--- config.mk ---
export PLATFORM = sky130hd
export DESIGN_NAME = infix_to_postfix_converter_unit_flat
export DESIGN_NICKNAME = d
export VERILOG_FILES = /design/src/hw/rtl/itpc_pkg.sv /design/src/hw/rtl/itpc_sym_if.sv /design/src/hw/rtl/itpc_res_if.sv /design/src/hw/rtl/infix_to_postfix_converter_unit.sv /design/src/hw/rtl/itpc_ctrl.sv /design/src/hw/rtl/itpc_dpath.sv /design/src/flat_wrapper.sv
export SDC_FILE = /design/constraint.sdc
export NUM_CORES = 1
export LEC_CHECK = 0
export BUFFER_PORTS_ARGS = -buffer_cell sky130_fd_sc_hd__buf_2
export CAP_MARGIN = 20
export CELL_PAD_IN_SITES_DETAIL_PLACEMENT = 1
export CELL_PAD_IN_SITES_GLOBAL_PLACEMENT = 1
export CORE_MARGIN = 1
export CORE_UTILIZATION = 59
export CTS_BUF_LIST = sky130_fd_sc_hd__clkbuf_8
export DETAILED_ROUTE_END_ITERATION = 10
export PLACE_DENSITY_LB_ADDON = 0.05
export SYNTH_ARGS = -nofsm -noshare
export SYNTH_HDL_FRONTEND = slang
export SYNTH_SLANG_ARGS = --single-unit
--- constraint.sdc ---
create_clock -name clk -period 6.1 [get_ports clk]
set_input_delay 0.915 -clock clk [delete_from_list [all_inputs] [get_ports clk]]
set_output_delay 0.915 -clock clk [all_outputs]
set_load 0.1 [all_outputs]
--- src/hw/rtl/itpc_pkg.sv ---
// ----------------------------------------------------------------------------
// itpc_pkg - shared types and helpers for the infix to postfix converter
// Character classes, stack codes, priorities and the controller/datapath
// command and status bundles.
// ----------------------------------------------------------------------------
package itpc_pkg;

    localparam int unsigned DEF_STACK_DEPTH = 32;

    typedef logic [7:0] sym_t;
    typedef logic [1:0] fault_t;
    typedef logic [2:0] op_code_t;
    typedef logic [1:0] prio_t;

    localparam sym_t CH_ADD   = 8'h2B;
    localparam sym_t CH_SUB   = 8'h2D;
    localparam sym_t CH_MUL   = 8'h2A;
    localparam sym_t CH_DIV   = 8'h2F;
    localparam sym_t CH_OPEN  = 8'h28;
    localparam sym_t CH_CLOSE = 8'h29;
    localparam sym_t CH_NONE  = 8'h00;

    localparam op_code_t CODE_ADD  = 3'd0;
    localparam op_code_t CODE_SUB  = 3'd1;
    localparam op_code_t CODE_MUL  = 3'd2;
    localparam op_code_t CODE_DIV  = 3'd3;
    localparam op_code_t CODE_OPEN = 3'd4;

    localparam fault_t FAULT_NONE      = 2'd0;
    localparam fault_t FAULT_UNMATCHED = 2'd1;
    localparam fault_t FAULT_OVERFLOW  = 2'd2;

    localparam prio_t PRIO_OPEN = 2'd1;
    localparam prio_t PRIO_ADD  = 2'd2;
    localparam prio_t PRIO_MUL  = 2'd3;

    typedef enum logic [1:0] {
        CLS_OTHER,
        CLS_OPEN,
        CLS_CLOSE,
        CLS_OPER
    } sym_class_t;

    typedef enum logic [1:0] {
        EMIT_SYM,
        EMIT_TOP,
        EMIT_UNMATCHED,
        EMIT_OVERFLOW
    } emit_sel_t;

    typedef struct packed {
        logic      load;
        logic      rd;
        logic      pop;
        logic      push;
        logic      emit;
        emit_sel_t emit_sel;
        logic      finish;
    } dp_cmd_t;

    typedef struct packed {
        sym_class_t cls;
        logic       fin;
        logic       empty;
        logic       full;
        logic       top_open;
        logic       top_ge;
        logic       can_emit;
    } dp_stat_t;

    function automatic sym_class_t sym_class(input sym_t s);
        sym_class_t c;
        begin
            unique case (s) inside
                CH_OPEN:                         c = CLS_OPEN;
                CH_CLOSE:                        c = CLS_CLOSE;
                CH_ADD, CH_SUB, CH_MUL, CH_DIV:  c = CLS_OPER;
                default:                         c = CLS_OTHER;
            endcase
            return c;
        end
    endfunction

    // stack code of an operator or open bracket
    function automatic op_code_t sym_code(input sym_t s);
        op_code_t c;
        begin
            unique case (s)
                CH_OPEN: c = CODE_OPEN;
                CH_ADD:  c = CODE_ADD;
                CH_SUB:  c = CODE_SUB;
                CH_MUL:  c = CODE_MUL;
                default: c = CODE_DIV;
            endcase
            return c;
        end
    endfunction

    function automatic prio_t code_prio(input op_code_t c);
        prio_t p;
        begin
            unique case (c) inside
                CODE_OPEN:          p = PRIO_OPEN;
                CODE_MUL, CODE_DIV: p = PRIO_MUL;
                default:            p = PRIO_ADD;
            endcase
            return p;
        end
    endfunction

    function automatic sym_t code_char(input op_code_t c);
        sym_t s;
        begin
            unique case (c)
                CODE_ADD:  s = CH_ADD;
                CODE_SUB:  s = CH_SUB;
                CODE_MUL:  s = CH_MUL;
                CODE_DIV:  s = CH_DIV;
                CODE_OPEN: s = CH_OPEN;
                default:   s = CH_NONE;
            endcase
            return s;
        end
    endfunction

endpackage

--- src/hw/rtl/itpc_sym_if.sv ---
// ----------------------------------------------------------------------------
// itpc_sym_if - input character channel
// One infix character per request, with the end-of-expression mark.
// ----------------------------------------------------------------------------
interface itpc_sym_if;
    logic            valid;
    logic            ready;
    itpc_pkg::sym_t  symbol;
    logic            final_char;

    modport source (output valid, output symbol, output final_char, input ready);
    modport sink   (input valid, input symbol, input final_char, output ready);
endinterface

--- src/hw/rtl/itpc_res_if.sv ---
// ----------------------------------------------------------------------------
// itpc_res_if - result channel
// One postfix character or fault report per request.
// ----------------------------------------------------------------------------
interface itpc_res_if;
    logic              valid;
    logic              ready;
    itpc_pkg::sym_t    out_symbol;
    itpc_pkg::fault_t  fault;
    logic              run_end;
    logic              expression_end;

    modport source (output valid, output out_symbol, output fault, output run_end,
                    output expression_end, input ready);
    modport sink   (input valid, input out_symbol, input fault, input run_end,
                    input expression_end, output ready);
endinterface

--- src/hw/rtl/infix_to_postfix_converter_unit.sv ---
// Path: a plain character's result goes from the symbol register to the hold stage, then the output register.
// Pacing: a new character is taken only once the last one is finished; each stack entry popped
// and issued takes a memory read then a pop; a pop loop stops on a remaining entry or a matched open bracket.
// Reset: asynchronous, active low; clears stack count, held result and output valid.
// Stack contents are not cleared; only entries below the count are ever read.
// ----------------------------------------------------------------------------
// infix_to_postfix_converter_unit - shunting-yard infix to postfix converter
// Takes one infix character per request and issues the postfix characters it
// releases, with fault reports for an unmatched close bracket and a full stack.
// ----------------------------------------------------------------------------
module infix_to_postfix_converter_unit #(
    parameter int unsigned STACK_DEPTH = itpc_pkg::DEF_STACK_DEPTH
) (
    input  logic       clk,
    input  logic       rst_n,
    itpc_sym_if.sink   sym_ch,
    itpc_res_if.source res_ch
);
    import itpc_pkg::*;

    // Controller and datapath talk only through these bundles.
    dp_cmd_t  cmd;
    dp_stat_t stat;

    // Sequencer: one character at a time. Per character it decodes the class,
    // loops over top-of-stack reads and pops for close brackets and operators,
    // pushes, then on the last character of an expression flushes the stack.
    itpc_ctrl u_ctrl (
        .clk      (clk),
        .rst_n    (rst_n),
        .in_valid (sym_ch.valid),
        .in_ready (sym_ch.ready),
        .stat     (stat),
        .cmd      (cmd)
    );

    // Datapath: stack memory and count, a one-deep hold stage so the last
    // result of a character can carry the run and expression end marks, and
    // the output register, which lets a new request in while a result waits.
    itpc_dpath #(
        .STACK_DEPTH (STACK_DEPTH)
    ) u_dpath (
        .clk        (clk),
        .rst_n      (rst_n),
        .symbol     (sym_ch.symbol),
        .final_char (sym_ch.final_char),
        .cmd        (cmd),
        .stat       (stat),
        .res_ch     (res_ch)
    );

endmodule

--- src/hw/rtl/itpc_ctrl.sv ---
// ----------------------------------------------------------------------------
// itpc_ctrl - converter sequencer
// Walks one character through decode, stack pops, push and flush.
// ----------------------------------------------------------------------------
module itpc_ctrl (
    input  logic               clk,
    input  logic               rst_n,
    input  logic               in_valid,
    output logic               in_ready,
    input  itpc_pkg::dp_stat_t stat,
    output itpc_pkg::dp_cmd_t  cmd
);
    import itpc_pkg::*;

    typedef enum logic [4:0] {
        S_IDLE   = 5'b00001,
        S_DECODE = 5'b00010,
        S_TOP    = 5'b00100,
        S_TAIL   = 5'b01000,
        S_FLUSH  = 5'b10000
    } state_t;

    state_t state_reg;
    state_t state_next;

    always_ff @(posedge clk or negedge rst_n)
    begin
        if (!rst_n)
        begin
            state_reg <= S_IDLE;
        end
        else
        begin
            state_reg <= state_next;
        end
    end

    assign in_ready = (state_reg == S_IDLE);

    always_comb
    begin
        state_next = state_reg;
        cmd        = '0;
        unique case (state_reg)
            S_IDLE:
            begin
                if (in_valid)
                begin
                    cmd.load   = 1'b1;
                    state_next = S_DECODE;
                end
            end
            S_DECODE:
            begin
                case (stat.cls)
                    CLS_OTHER:
                    begin
                        if (stat.can_emit)
                        begin
                            cmd.emit     = 1'b1;
                            cmd.emit_sel = EMIT_SYM;
                            state_next   = S_TAIL;
                        end
                    end
                    CLS_OPEN:
                    begin
                        if (!stat.full)
                        begin
                            cmd.push   = 1'b1;
                            state_next = S_TAIL;
                        end
                        else if (stat.can_emit)
                        begin
                            cmd.emit     = 1'b1;
                            cmd.emit_sel = EMIT_OVERFLOW;
                            state_next   = S_TAIL;
                        end
                    end
                    default:
                    begin
                        // close bracket or operator: look at the top first
                        if (!stat.empty)
                        begin
                            cmd.rd     = 1'b1;
                            state_next = S_TOP;
                        end
                        else if (stat.cls == CLS_OPER)
                        begin
                            cmd.push   = 1'b1;
                            state_next = S_TAIL;
                        end
                        else if (stat.can_emit)
                        begin
                            cmd.emit     = 1'b1;
                            cmd.emit_sel = EMIT_UNMATCHED;
                            state_next   = S_TAIL;
                        end
                    end
                endcase
            end
            S_TOP:
            begin
                if (stat.cls == CLS_CLOSE && stat.top_open)
                begin
                    cmd.pop    = 1'b1;
                    state_next = S_TAIL;
                end
                else if (stat.cls == CLS_CLOSE || stat.top_ge)
                begin
                    if (stat.can_emit)
                    begin
                        cmd.pop      = 1'b1;
                        cmd.emit     = 1'b1;
                        cmd.emit_sel = EMIT_TOP;
                        state_next   = S_DECODE;
                    end
                end
                else if (!stat.full)
                begin
                    cmd.push   = 1'b1;
                    state_next = S_TAIL;
                end
                else if (stat.can_emit)
                begin
                    cmd.emit     = 1'b1;
                    cmd.emit_sel = EMIT_OVERFLOW;
                    state_next   = S_TAIL;
                end
            end
            S_TAIL:
            begin
                if (stat.fin && !stat.empty)
                begin
                    cmd.rd     = 1'b1;
                    state_next = S_FLUSH;
                end
                else if (stat.can_emit)
                begin
                    cmd.finish = 1'b1;
                    state_next = S_IDLE;
                end
            end
            S_FLUSH:
            begin
                if (stat.can_emit)
                begin
                    cmd.pop      = 1'b1;
                    cmd.emit     = 1'b1;
                    cmd.emit_sel = EMIT_TOP;
                    state_next   = S_TAIL;
                end
            end
            default:
            begin
                state_next = S_IDLE;
            end
        endcase
    end

endmodule

--- src/hw/rtl/itpc_dpath.sv ---
// ----------------------------------------------------------------------------
// itpc_dpath - converter datapath
// Operator stack memory, stack count, held result and output register.
// ----------------------------------------------------------------------------
module itpc_dpath #(
    parameter int unsigned STACK_DEPTH = itpc_pkg::DEF_STACK_DEPTH
) (
    input  logic               clk,
    input  logic               rst_n,
    input  itpc_pkg::sym_t     symbol,
    input  logic               final_char,
    input  itpc_pkg::dp_cmd_t  cmd,
    output itpc_pkg::dp_stat_t stat,
    itpc_res_if.source         res_ch
);
    import itpc_pkg::*;

    localparam int unsigned AW = (STACK_DEPTH > 1) ? $clog2(STACK_DEPTH) : 1;
    localparam int unsigned CW = $clog2(STACK_DEPTH + 1);
    localparam logic [CW-1:0] COUNT_FULL = CW'(STACK_DEPTH);
    localparam logic [CW-1:0] COUNT_ONE  = CW'(1);

    op_code_t      stack_mem [STACK_DEPTH];
    op_code_t      rd_reg;
    sym_t          sym_reg;
    logic          fin_reg;
    logic [CW-1:0] count_reg;
    logic [CW-1:0] count_next;
    logic [CW-1:0] top_addr;

    // one result is held back until it is known whether another follows
    logic   pend_valid_reg;
    logic   pend_valid_next;
    sym_t   pend_sym_reg;
    fault_t pend_fault_reg;

    logic   out_valid_reg;
    logic   out_valid_next;
    sym_t   out_sym_reg;
    fault_t out_fault_reg;
    logic   out_run_end_reg;
    logic   out_expr_end_reg;

    sym_t     new_sym;
    fault_t   new_fault;
    op_code_t in_code;
    logic     move;

    assign in_code  = sym_code(sym_reg);
    assign top_addr = count_reg - COUNT_ONE;
    assign move     = (cmd.emit || cmd.finish) && pend_valid_reg;

    always_comb
    begin
        case (cmd.emit_sel)
            EMIT_SYM:
            begin
                new_sym   = sym_reg;
                new_fault = FAULT_NONE;
            end
            EMIT_TOP:
            begin
                new_sym   = code_char(rd_reg);
                new_fault = FAULT_NONE;
            end
            EMIT_UNMATCHED:
            begin
                new_sym   = CH_NONE;
                new_fault = FAULT_UNMATCHED;
            end
            default:
            begin
                new_sym   = CH_NONE;
                new_fault = FAULT_OVERFLOW;
            end
        endcase
    end

    always_comb
    begin
        count_next = count_reg;
        if (cmd.push)
        begin
            count_next = count_reg + COUNT_ONE;
        end
        else if (cmd.pop)
        begin
            count_next = count_reg - COUNT_ONE;
        end

        pend_valid_next = pend_valid_reg;
        if (cmd.emit)
        begin
            pend_valid_next = 1'b1;
        end
        else if (cmd.finish)
        begin
            pend_valid_next = 1'b0;
        end

        out_valid_next = out_valid_reg;
        if (move)
        begin
            out_valid_next = 1'b1;
        end
        else if (res_ch.ready)
        begin
            out_valid_next = 1'b0;
        end
    end

    always_ff @(posedge clk or negedge rst_n)
    begin
        if (!rst_n)
        begin
            count_reg      <= '0;
            pend_valid_reg <= 1'b0;
            out_valid_reg  <= 1'b0;
            fin_reg        <= 1'b0;
        end
        else
        begin
            count_reg      <= count_next;
            pend_valid_reg <= pend_valid_next;
            out_valid_reg  <= out_valid_next;
            if (cmd.load)
            begin
                fin_reg <= final_char;
            end
        end
    end

    always_ff @(posedge clk)
    begin
        if (cmd.load)
        begin
            sym_reg <= symbol;
        end
        if (cmd.emit)
        begin
            pend_sym_reg   <= new_sym;
            pend_fault_reg <= new_fault;
        end
        if (move)
        begin
            out_sym_reg      <= pend_sym_reg;
            out_fault_reg    <= pend_fault_reg;
            out_run_end_reg  <= cmd.finish;
            out_expr_end_reg <= cmd.finish & fin_reg;
        end
    end

    // stack memory: one write port, one registered read port
    always_ff @(posedge clk)
    begin
        if (cmd.push)
        begin
            stack_mem[count_reg[AW-1:0]] <= (sym_reg == CH_OPEN) ? CODE_OPEN : in_code;
        end
        if (cmd.rd)
        begin
            rd_reg <= stack_mem[top_addr[AW-1:0]];
        end
    end

    assign stat.cls      = sym_class(sym_reg);
    assign stat.fin      = fin_reg;
    assign stat.empty    = (count_reg == '0);
    assign stat.full     = (count_reg == COUNT_FULL);
    assign stat.top_open = (rd_reg == CODE_OPEN);
    assign stat.top_ge   = (code_prio(rd_reg) >= code_prio(in_code));
    assign stat.can_emit = !pend_valid_reg || !out_valid_reg || res_ch.ready;

    assign res_ch.valid          = out_valid_reg;
    assign res_ch.out_symbol     = out_sym_reg;
    assign res_ch.fault          = out_fault_reg;
    assign res_ch.run_end        = out_run_end_reg;
    assign res_ch.expression_end = out_expr_end_reg;

endmodule

--- src/flat_wrapper.sv ---
// flat-port wrapper written by rule: the top's interface ports become plain ports
module infix_to_postfix_converter_unit_flat import itpc_pkg::*;
#(
    parameter int unsigned STACK_DEPTH = itpc_pkg::DEF_STACK_DEPTH
)
  (clk, rst_n, sym_ch_valid, sym_ch_symbol, sym_ch_final_char, sym_ch_ready, res_ch_valid, res_ch_out_symbol, res_ch_fault, res_ch_run_end, res_ch_expression_end, res_ch_ready);
  itpc_sym_if sym_ch_i ();
  itpc_res_if res_ch_i ();
  input  logic clk;
  input  logic rst_n;
  input wire logic [$bits(sym_ch_i.valid)-1:0] sym_ch_valid;
  input wire logic [$bits(sym_ch_i.symbol)-1:0] sym_ch_symbol;
  input wire logic [$bits(sym_ch_i.final_char)-1:0] sym_ch_final_char;
  output wire logic [$bits(sym_ch_i.ready)-1:0] sym_ch_ready;
  output wire logic [$bits(res_ch_i.valid)-1:0] res_ch_valid;
  output wire logic [$bits(res_ch_i.out_symbol)-1:0] res_ch_out_symbol;
  output wire logic [$bits(res_ch_i.fault)-1:0] res_ch_fault;
  output wire logic [$bits(res_ch_i.run_end)-1:0] res_ch_run_end;
  output wire logic [$bits(res_ch_i.expression_end)-1:0] res_ch_expression_end;
  input wire logic [$bits(res_ch_i.ready)-1:0] res_ch_ready;
  assign sym_ch_i.valid = sym_ch_valid;
  assign sym_ch_i.symbol = sym_ch_symbol;
  assign sym_ch_i.final_char = sym_ch_final_char;
  assign sym_ch_ready = sym_ch_i.ready;
  assign res_ch_valid = res_ch_i.valid;
  assign res_ch_out_symbol = res_ch_i.out_symbol;
  assign res_ch_fault = res_ch_i.fault;
  assign res_ch_run_end = res_ch_i.run_end;
  assign res_ch_expression_end = res_ch_i.expression_end;
  assign res_ch_i.ready = res_ch_ready;
  infix_to_postfix_converter_unit #(.STACK_DEPTH(STACK_DEPTH)) u_core (.clk(clk), .rst_n(rst_n), .sym_ch(sym_ch_i), .res_ch(res_ch_i));
endmodule
* Word-level counts from Yosys, hierarchy flattened
Memory sizes are Yosys's and may differ from the RTL's. A register that Yosys moved wholly into a read port is not among the register bits.
Index checks and enable logic that the tools add are counted.
** Operators by class
- Bitwise logic cells :: 1
- Multiplexer cells :: 56
- Reduce and logical (&&, ||, !) cells :: 23
- Magnitude comparators :: 1
- Add/sub/neg operators :: 2
- Equality and inequality tests :: 27
** Operators with widths (number)
- $mux W5 :: 10
- $eq A8 B6 Y1 const B :: 6
- $pmux W6 S5 :: 1
- $pmux W5 S5 :: 1
- $mux W3 :: 8
- $mux W1 :: 19
- $pmux W8 S2 :: 1
- $eq A3 B2 Y1 const B :: 4
- $mux W6 :: 2
- $pmux W2 S2 :: 3
- $pmux W3 S4 :: 1
- $pmux W5 S2 :: 1
- $pmux W3 S3 :: 1
- $mux W4 :: 2
- $pmux W1 S2 :: 4
- $reduce_or A2 Y1 :: 4
- $add A6 B1 Y6 const B :: 1
- $eq A2 B2 Y1 const B :: 3
- $eq A3 B3 Y1 const B :: 2
- $eq A6 B6 Y1 const B :: 1
- $logic_not A6 Y1 :: 1
- $pmux W2 S3 :: 1
- $pmux W3 S2 :: 1
- $reduce_bool A2 Y1 :: 3
- 20 further kinds :: 29
** Word-level totals
- Memory bits (writable) :: 96
- Word-level logic and storage cells :: 123
- Memories kept :: 1
- Output and inout bits :: 14
- Input bits :: 13
- Flip-flop bits (word level) :: 44
** Memory list
- u_core.u_dpath.stack_mem :: words 32, width 3, rd ports 1, clocked after Yosys merged registers in 1, wr ports 1, line itpc_dpath.sv:23 : op_code_t stack_mem [STACK_DEPTH];

* Longest topological paths before layout
Gate-level depths: netlist (run 1).
- Word-level depth :: 13
- Depth in mapped cells :: 11
- Depth with buffers taken out :: 10

* Cells and area by module
A second synthesis (run 1) with hierarchy kept.
** Unflattened totals
- Cells, all modules :: 429
- Area, all modules :: 6387.4 sq um
** Modules (own cells, without submodules)
- itpc_dpath :: area each 5793.1 sq um, cells each 344, sequential area each 4098.9 sq um, instances 1
- itpc_ctrl :: area each 594.3 sq um, cells each 85, sequential area each 126.4 sq um, instances 1

* Least setup slack after synthesis (run 1)
No wires, ideal clock.
- Kind :: flip-flop to flip-flop
- Start :: register u_core.u_dpath.count_reg[0]
- End :: register u_core.u_dpath.out_expr_end_reg (netlist: u_core.u_dpath.res_ch.expression_end) (enable)
- Data required time :: 5.748 ns
- Clock period less this slack :: 3.284 ns
- Slack :: 2.816 ns
- Arrival time :: 2.932 ns
- Stages on the path, launching flop included :: 11
- Buffers on the path :: 2
- Library setup time :: 0.352 ns
- Cells stage by stage :: dfrtp_1 buf_2 buf_2 inv_1 ha_1 nor4b_2 a221oi_1 a211oi_1 nor2_1 a21boi_2 o21a_1
** RTL lines
- from (decl) :: line itpc_dpath.sv:27 : logic [CW-1:0] count_reg;
- from (signal assigned) :: line itpc_dpath.sv:123 : count_reg <= count_next;
- to (signal assigned) :: line itpc_dpath.sv:149 : out_expr_end_reg <= cmd.finish & fin_reg;
- to (decl) :: line itpc_dpath.sv:42 : logic out_expr_end_reg;

==> results.cfg, run 1 <==
[job]
cap_viol_max_count = 0

[synthesis]
synth_area_leaders = edfxtp_1, mux4_2, dfrtp_1, nor2_1, nand2_1
async_reset_ff_share_pct = 9.79
seq_area_frac_synth_pct = 66.8
synth.avg_cell_area_um2 = 15.8
yosys.area.top_type = edfxtp_1
synth_area_um2 = 6330
synth_top_area_share_pct = 61.2
syn_inst = 400
ys_ff_latch = 143
synth_edf_count = 129
synth_fp_nets = 419
synth.distinct_cells = 63
yosys_warnings = 0
synth_flop_cell = edfxtp_1

[global_route]
grt_pass1_wl_um = 21400
gr-total-overflow = 0
grt_start_max_net_pins = 33
antenna_found_initial = 0
grt_usage_pct = 27.0
first_global_vias = 3966

[final_layout]
drive_gt1_share_pct = 26.1
fill_cells = 913
layout.nets = 454
largest_reg_flops = 96
syn_to_final_growth_pct = 11.7
final_core_util_pct = 68.2
antenna_cells = 0

[power]
vdd_ir_drop_max_v = 0.000239
leakage_nw = 2.50
p_per_area_nw_per_um2 = 372
finalPower_mw = 2.63

[min_path]
hold_class = in2async

[sta]
worst_pin_slew_ps = 915
period_share_pct = 65.1
setup_tns_ps = 0
max_clock_freq_mhz = 252
setup_viol = 0
fin_skew_ps = 11.0
hold_viol = 0
relSlewSlack_pct = 38.6
setup_slack_ps = 2130
slew_violations = 0
rsz0062_at_grt = no
holdWs_ps = 363
min_period_ps = 3970

[drt]
ant_nets = 0
finalWirelength_um = 13800
viasPerCell = 6.31
drt_iter0_drc = 287
dr.pass1.iters = 5
vias = 3685
wl_per_cell_um = 23.7
drc_errors = 0

[clock_network]
cts_buffer_depth = 2
numCtsBuffers = 17
cts_tree = built
clk_root_buffer_cell = clkbuf_8
postCtsSetupRepairBufs = 0
cts_resized = 0
clock-sinks = 143
clkLatencyLatePin_ps = 440
cts_max_level = 4
cts-hold-fix-buffers = 0
clkTransAtPathRegs_ps = 80

[critical_path]
cp-start-kind = register
cp_max_fo = 29
crit_arrival_ps = 4050
required_ps = 6180
timing_worst_setup_path_type = reg2reg
end_kind = register

[placed_design]
portBuffers = 26
place_ws_ps = 2180
gp_congestion = 0.856
dp_hpwl_um = 9100

[die]
chipWidth_um = 106
ios = 27
die_h_um = 106
dieArea_um2 = 11100
fp-row-count = 37
core_area_um2 = 10400
start_util_pct = 61.0

[status]
status = finished, final reports clean
[final timing paths]
kind / slack (ps) / cells after the start / to / from
worst min register to register: 420 / 0 / u_core.u_dpath.res_ch.out_symbol[6] / u_core.u_dpath.pend_sym_reg[6]
max in group asynchronous: 5430 / 1 / u_core.u_ctrl.state_reg[0] / rst_n
min in group clk: 420 / 0 / u_core.u_dpath.res_ch.out_symbol[6] / u_core.u_dpath.pend_sym_reg[6]
worst max register to register: 2130 / 9 / u_core.u_dpath.res_ch.out_symbol[0] / u_core.u_dpath.count_reg[0]
worst min-delay path: 360 / 1 / u_core.u_dpath.res_ch.valid / rst_n
worst max-delay path: 2130 / 9 / u_core.u_dpath.res_ch.out_symbol[0] / u_core.u_dpath.count_reg[0]
[layer usage]
metal / track usage [%] / wire length [um] / part of all wire [%] / vias up
li1: - / - / - / 1638
met1: 31.5 / 5160 / 37 / 1891
met2: 48.2 / 7660 / 55 / 121
met3: 4.27 / 524 / 3.8 / 35
met4: 14.5 / 480 / 3.5 / 0
met5: 0 / 0 / 0 / -
[through the flow]
stage                     cells  instance area (um^2)
after floorplan             400                  6330
after global placement      550                  6590
after detailed placement    551                  6620
after CTS                   583                  7040
after global routing        584                  7070
final                       584                  7070
[area by class of cell]
cell class	instances	area, um^2	share of cell area, %
multi-input cells	232	2000	28.3
well taps	136	170	2.41
clock inverters	15	194	2.74
flip-flops and latches	143	4230	59.7
inverters	10	37.5	0.531
clock buffers	17	234	3.31
repair buffers	31	208	2.94
[worst max-delay path, cell delays in order (launching register included)]
cell and delay, ps:
dfrtp_1 370, buf_4 290, inv_1 210, ha_1 320, nor4b_2 510, a21oi_1 160, o211ai_1 290, o211ai_1 250
a21boi_2 620, o21a_1 590
[cell usage in the layout, fill, tap and decap left out, drive strengths merged, types with 4 or more instances in the layout]
master	instances
edfxtp	129
nor2	49
buf	31
mux4	30
nand2	22
clkbuf	17
dfrtp	13
inv	13
a21oi	11
o21ai	8
and2	7
nor3	7
o21a	6
xnor2	6
mux2	6
ha	6
nand3	5
and3	4
bufinv	4
clkinvlp	4
or3b	4
clkinv	4
[Yosys cell counts (7+ instances only)]
cell      instances
o21ai_0           7
edfxtp_1        129
clkbuf_1          8
dfrtp_1          13
nand2_1          22
nor2_1           49
inv_1            10
mux4_2           30
a21oi_1           9
and2_1            7
[kinds of logic after synthesis]
logic type / count (synthesis) / synth area share, %
XOR/XNOR: 7 / 0.969
flip-flops: 143 / 66.8
adder cells (fa/ha/maj): 6 / 1.19
AO/OA/AOI/OAI: 56 / 6.90
buffers and inverters: 25 / 1.60
multiplexers: 37 / 11.9
AND/OR/NAND/NOR: 126 / 10.7
[report_power, final]
part / total (mW) / internal, mW / switching, mW
sequential: 1.15 / 1.11 / 0.0442
clock: 0.802 / 0.443 / 0.358
combinational: 0.678 / 0.331 / 0.347
total: 2.63 / 1.88 / 0.749
Note: power is estimated with default switching activity, not from simulation.
==> run 2, diff against run 1 <==
- ABC_AREA: unset -> 1
- CORE_UTILIZATION: 59 -> 46
- clock period: 6.1 -> 3.64 ns (I/O delays scaled with it)
==> run 2 against run 1 <==
Via count rose by 23%. Area after synthesis rose by 3.6%. Critical path type unchanged. Worst hold slack got worse by 85 ps. Cell area rose by 2.4%. Routed wire length rose by 16%. Worst setup slack got worse by 1400 ps. First-iteration DRC count rose by 7.0%.
==> results.cfg, run 2 <==
[placed_design]
dp.cells = 801
placed_area_um2 = 6880
place_ws_ps = 753
gp_congestion = 0.812
dp_hpwl_um = 11200
portBuffers = 26

[final_layout]
layout.nets = 660
final_common_cell = edfxtp_1
final_cell_mix = edfxtp_1, nor2_1, nand2_1
fill_cells = 1491
antenna_cells = 0
instances_no_fill = 834
syn_to_final_growth_pct = 10.4
drive_gt1_share_pct = 17.3
largest_reg_flops = 96
final_area_um2 = 7240

[clock_network]
postCtsSetupRepairBufs = 0
cts_max_level = 4
numCtsBuffers = 17
cts_buffer_depth = 2
clkTransAtPathRegs_ps = 80
cts_tree = built
clock-sinks = 143
clk_root_buffer_cell = clkbuf_8
clkLatencyLatePin_ps = 450
cts_resized = 0

[synthesis]
synth_flop_cell = edfxtp_1
synth.avg_cell_area_um2 = 10.8
synth_common_cells = edfxtp_1, nor2_1, nand2_1
synth_top_area_share_pct = 59.1
async_reset_ff_share_pct = 9.79
synth_area_leaders = edfxtp_1, nor2_1, nand2_1, o21ai_0, dfrtp_1
yosys_warnings = 0
seq_area_frac_synth_pct = 64.4
synth_edf_count = 129
yosys.area.top_type = edfxtp_1
synth.distinct_cells = 40
synth_area_um2 = 6560
synth.most_common_cell = edfxtp_1
syn_inst = 608
ys_ff_latch = 143
synth_fp_nets = 627

[critical_path]
ff2ff_path_depth = 13
cp-start-kind = register
rrSetupSlack_ps = 720
required_ps = 3770
cp_slowest_cell = edfxtp_1
timing_worst_setup_path_type = reg2reg
cp_max_fo = 11
end_kind = register
timing.rr.end = u_core.u_dpath.stack_mem[25][2]
cpPeakStageDelay_ps = 380
timing.rr.start = u_core.u_dpath.sym_reg[4]
crit_arrival_ps = 3050
crit_chain = inv_1 -> nand2_1 -> nor2_4 -> nand2_1 -> nor2_2 -> ha_1 -> a21oi_1 -> nand2_2 -> nor2_2 -> nand2_2 -> nand2_4 -> nand2_4 -> nor2_1

[die]
die_h_um = 121
ios = 27
chipWidth_um = 121
dieArea_um2 = 14700
start_util_pct = 47.3
core_area_um2 = 13900
fp-row-count = 43

[global_route]
grt_pass1_wl_um = 25900
first_global_vias = 5046
grt_usage_pct = 24.0
gr-total-overflow = 0
antenna_found_initial = 0
grt_start_max_net_pins = 53

[power]
vdd_ir_drop_max_v = 0.000384
leakage_nw = 2.80
p_per_area_nw_per_um2 = 703
finalPower_mw = 5.09

[drt]
viasPerCell = 5.43
drc_errors = 0
vias = 4532
dr.pass1.iters = 4
wl_per_cell_um = 19.2
ant_nets = 0
route.met3.wl_um = 539
finalWirelength_um = 16000
wl_met1_um = 6250
drt_iter0_drc = 307
top_layer_used = met4
route.met2.wl_um = 8680

[sta]
relSlewSlack_pct = 33.5
slew_violations = 0
setup_viol = 0
max_clock_freq_mhz = 343
fin_skew_ps = 18.4
period_share_pct = 80.1
min_period_ps = 2920
rsz0062_at_grt = no
worst_pin_slew_ps = 994
hold_viol = 0
setup_tns_ps = 0
setup_slack_ps = 723

[min_path]
min_to = u_core.u_dpath.sym_reg[4]
hold_class = in2reg
hold_start = sym_ch_symbol[4]
hold_depth = 1

[status]
status = finished, final reports clean

[job]
cap_viol_max_count = 0
==> run 2: cell count changes after synthesis, moves of 22 or more <==
cell     previous run  this run
nand2_1            22        94
o21ai_0             7        66
nor2_1             49       101
inv_1              10        43
mux4_2             30         0
nand3_1             5        27
==> run 2: cell families after synthesis <==
group	synth area share (%)
AOI/OAI and AO/OA	9.29
xor gates and xnor gates	1.60
adders and majority gates	1.14
buffers and inverters	4.37
DFF	64.4
muxes	0.172
and+or+nand+nor	19.0
==> run 2: worst max-delay path by stage <==
stage	endpoint	from	slack, ps	cells after the start
4_1_cts	u_core.u_dpath.stack_mem[25][1]	u_core.u_dpath.sym_reg[4]	710	13
6_report	u_core.u_dpath.stack_mem[25][2]	u_core.u_dpath.sym_reg[4]	720	13
2_1_floorplan	u_core.u_dpath.fin_reg	u_core.u_ctrl.state_reg[0]	60	5
3_3_place_gp	u_core.u_dpath.stack_mem[16][0]	u_core.u_dpath.sym_reg[4]	910	13
3_5_place_dp	u_core.u_dpath.stack_mem[30][1]	u_core.u_dpath.sym_reg[4]	750	13
5_1_grt	u_core.u_dpath.stack_mem[11][1]	u_core.u_dpath.sym_reg[6]	460	13
==> run 2: per-stage QoR <==
| stage | utilization, % | hold WS [ps] |
|---|---|---|
| 3_5_place_dp | 49.5 | 406 |
| 3_3_place_gp | 49.5 | 400 |
| 4_1_cts | 52.2 | 248 |
| 2_1_floorplan | - | 250 |
| 6_report | 52.2 | 278 |
| 5_1_grt | 52.2 | 244 |
==> run 2: critical path: cells and delay by family (launching register included) <==
family	cells	cell delay, ps
adder cells (fa/ha/maj)	1	240
buffers and inverters	1	80
flip-flops	1	380
AND/OR/NAND/NOR	10	1660
AO/OA/AOI/OAI	1	230
==> run 2: power breakdown <==
part / switching (mW) / internal [mW] / total, mW
sequential: 0.103 / 1.91 / 2.01
clock: 0.608 / 0.536 / 1.14
combinational: 1.40 / 0.534 / 1.93
==> run 2: area by class of cell <==
class                           instances  area [um^2]  area share, %
Clock inverter                         15          120           1.66
Sequential cell                       143         4230           58.3
Tap cell                              180          225           3.11
Timing Repair Buffer                   33          185           2.56
Inverter                               51          193           2.66
Clock buffer                           17          234           3.23
Multi-Input combinational cell        395         2060           28.4
==> run 2: metal layers <==
layer,vias up,global-route usage (%)
met5,-,0
li1,2172,-
met1,2243,25.8
met2,85,43.5
met4,0,12.5
met3,32,5.50
==> run 2: timing repair <==
action	CTS	global route
hold buffers	1	0
hold endpoints to repair	13	0
endpoints found under the setup margin	0	0
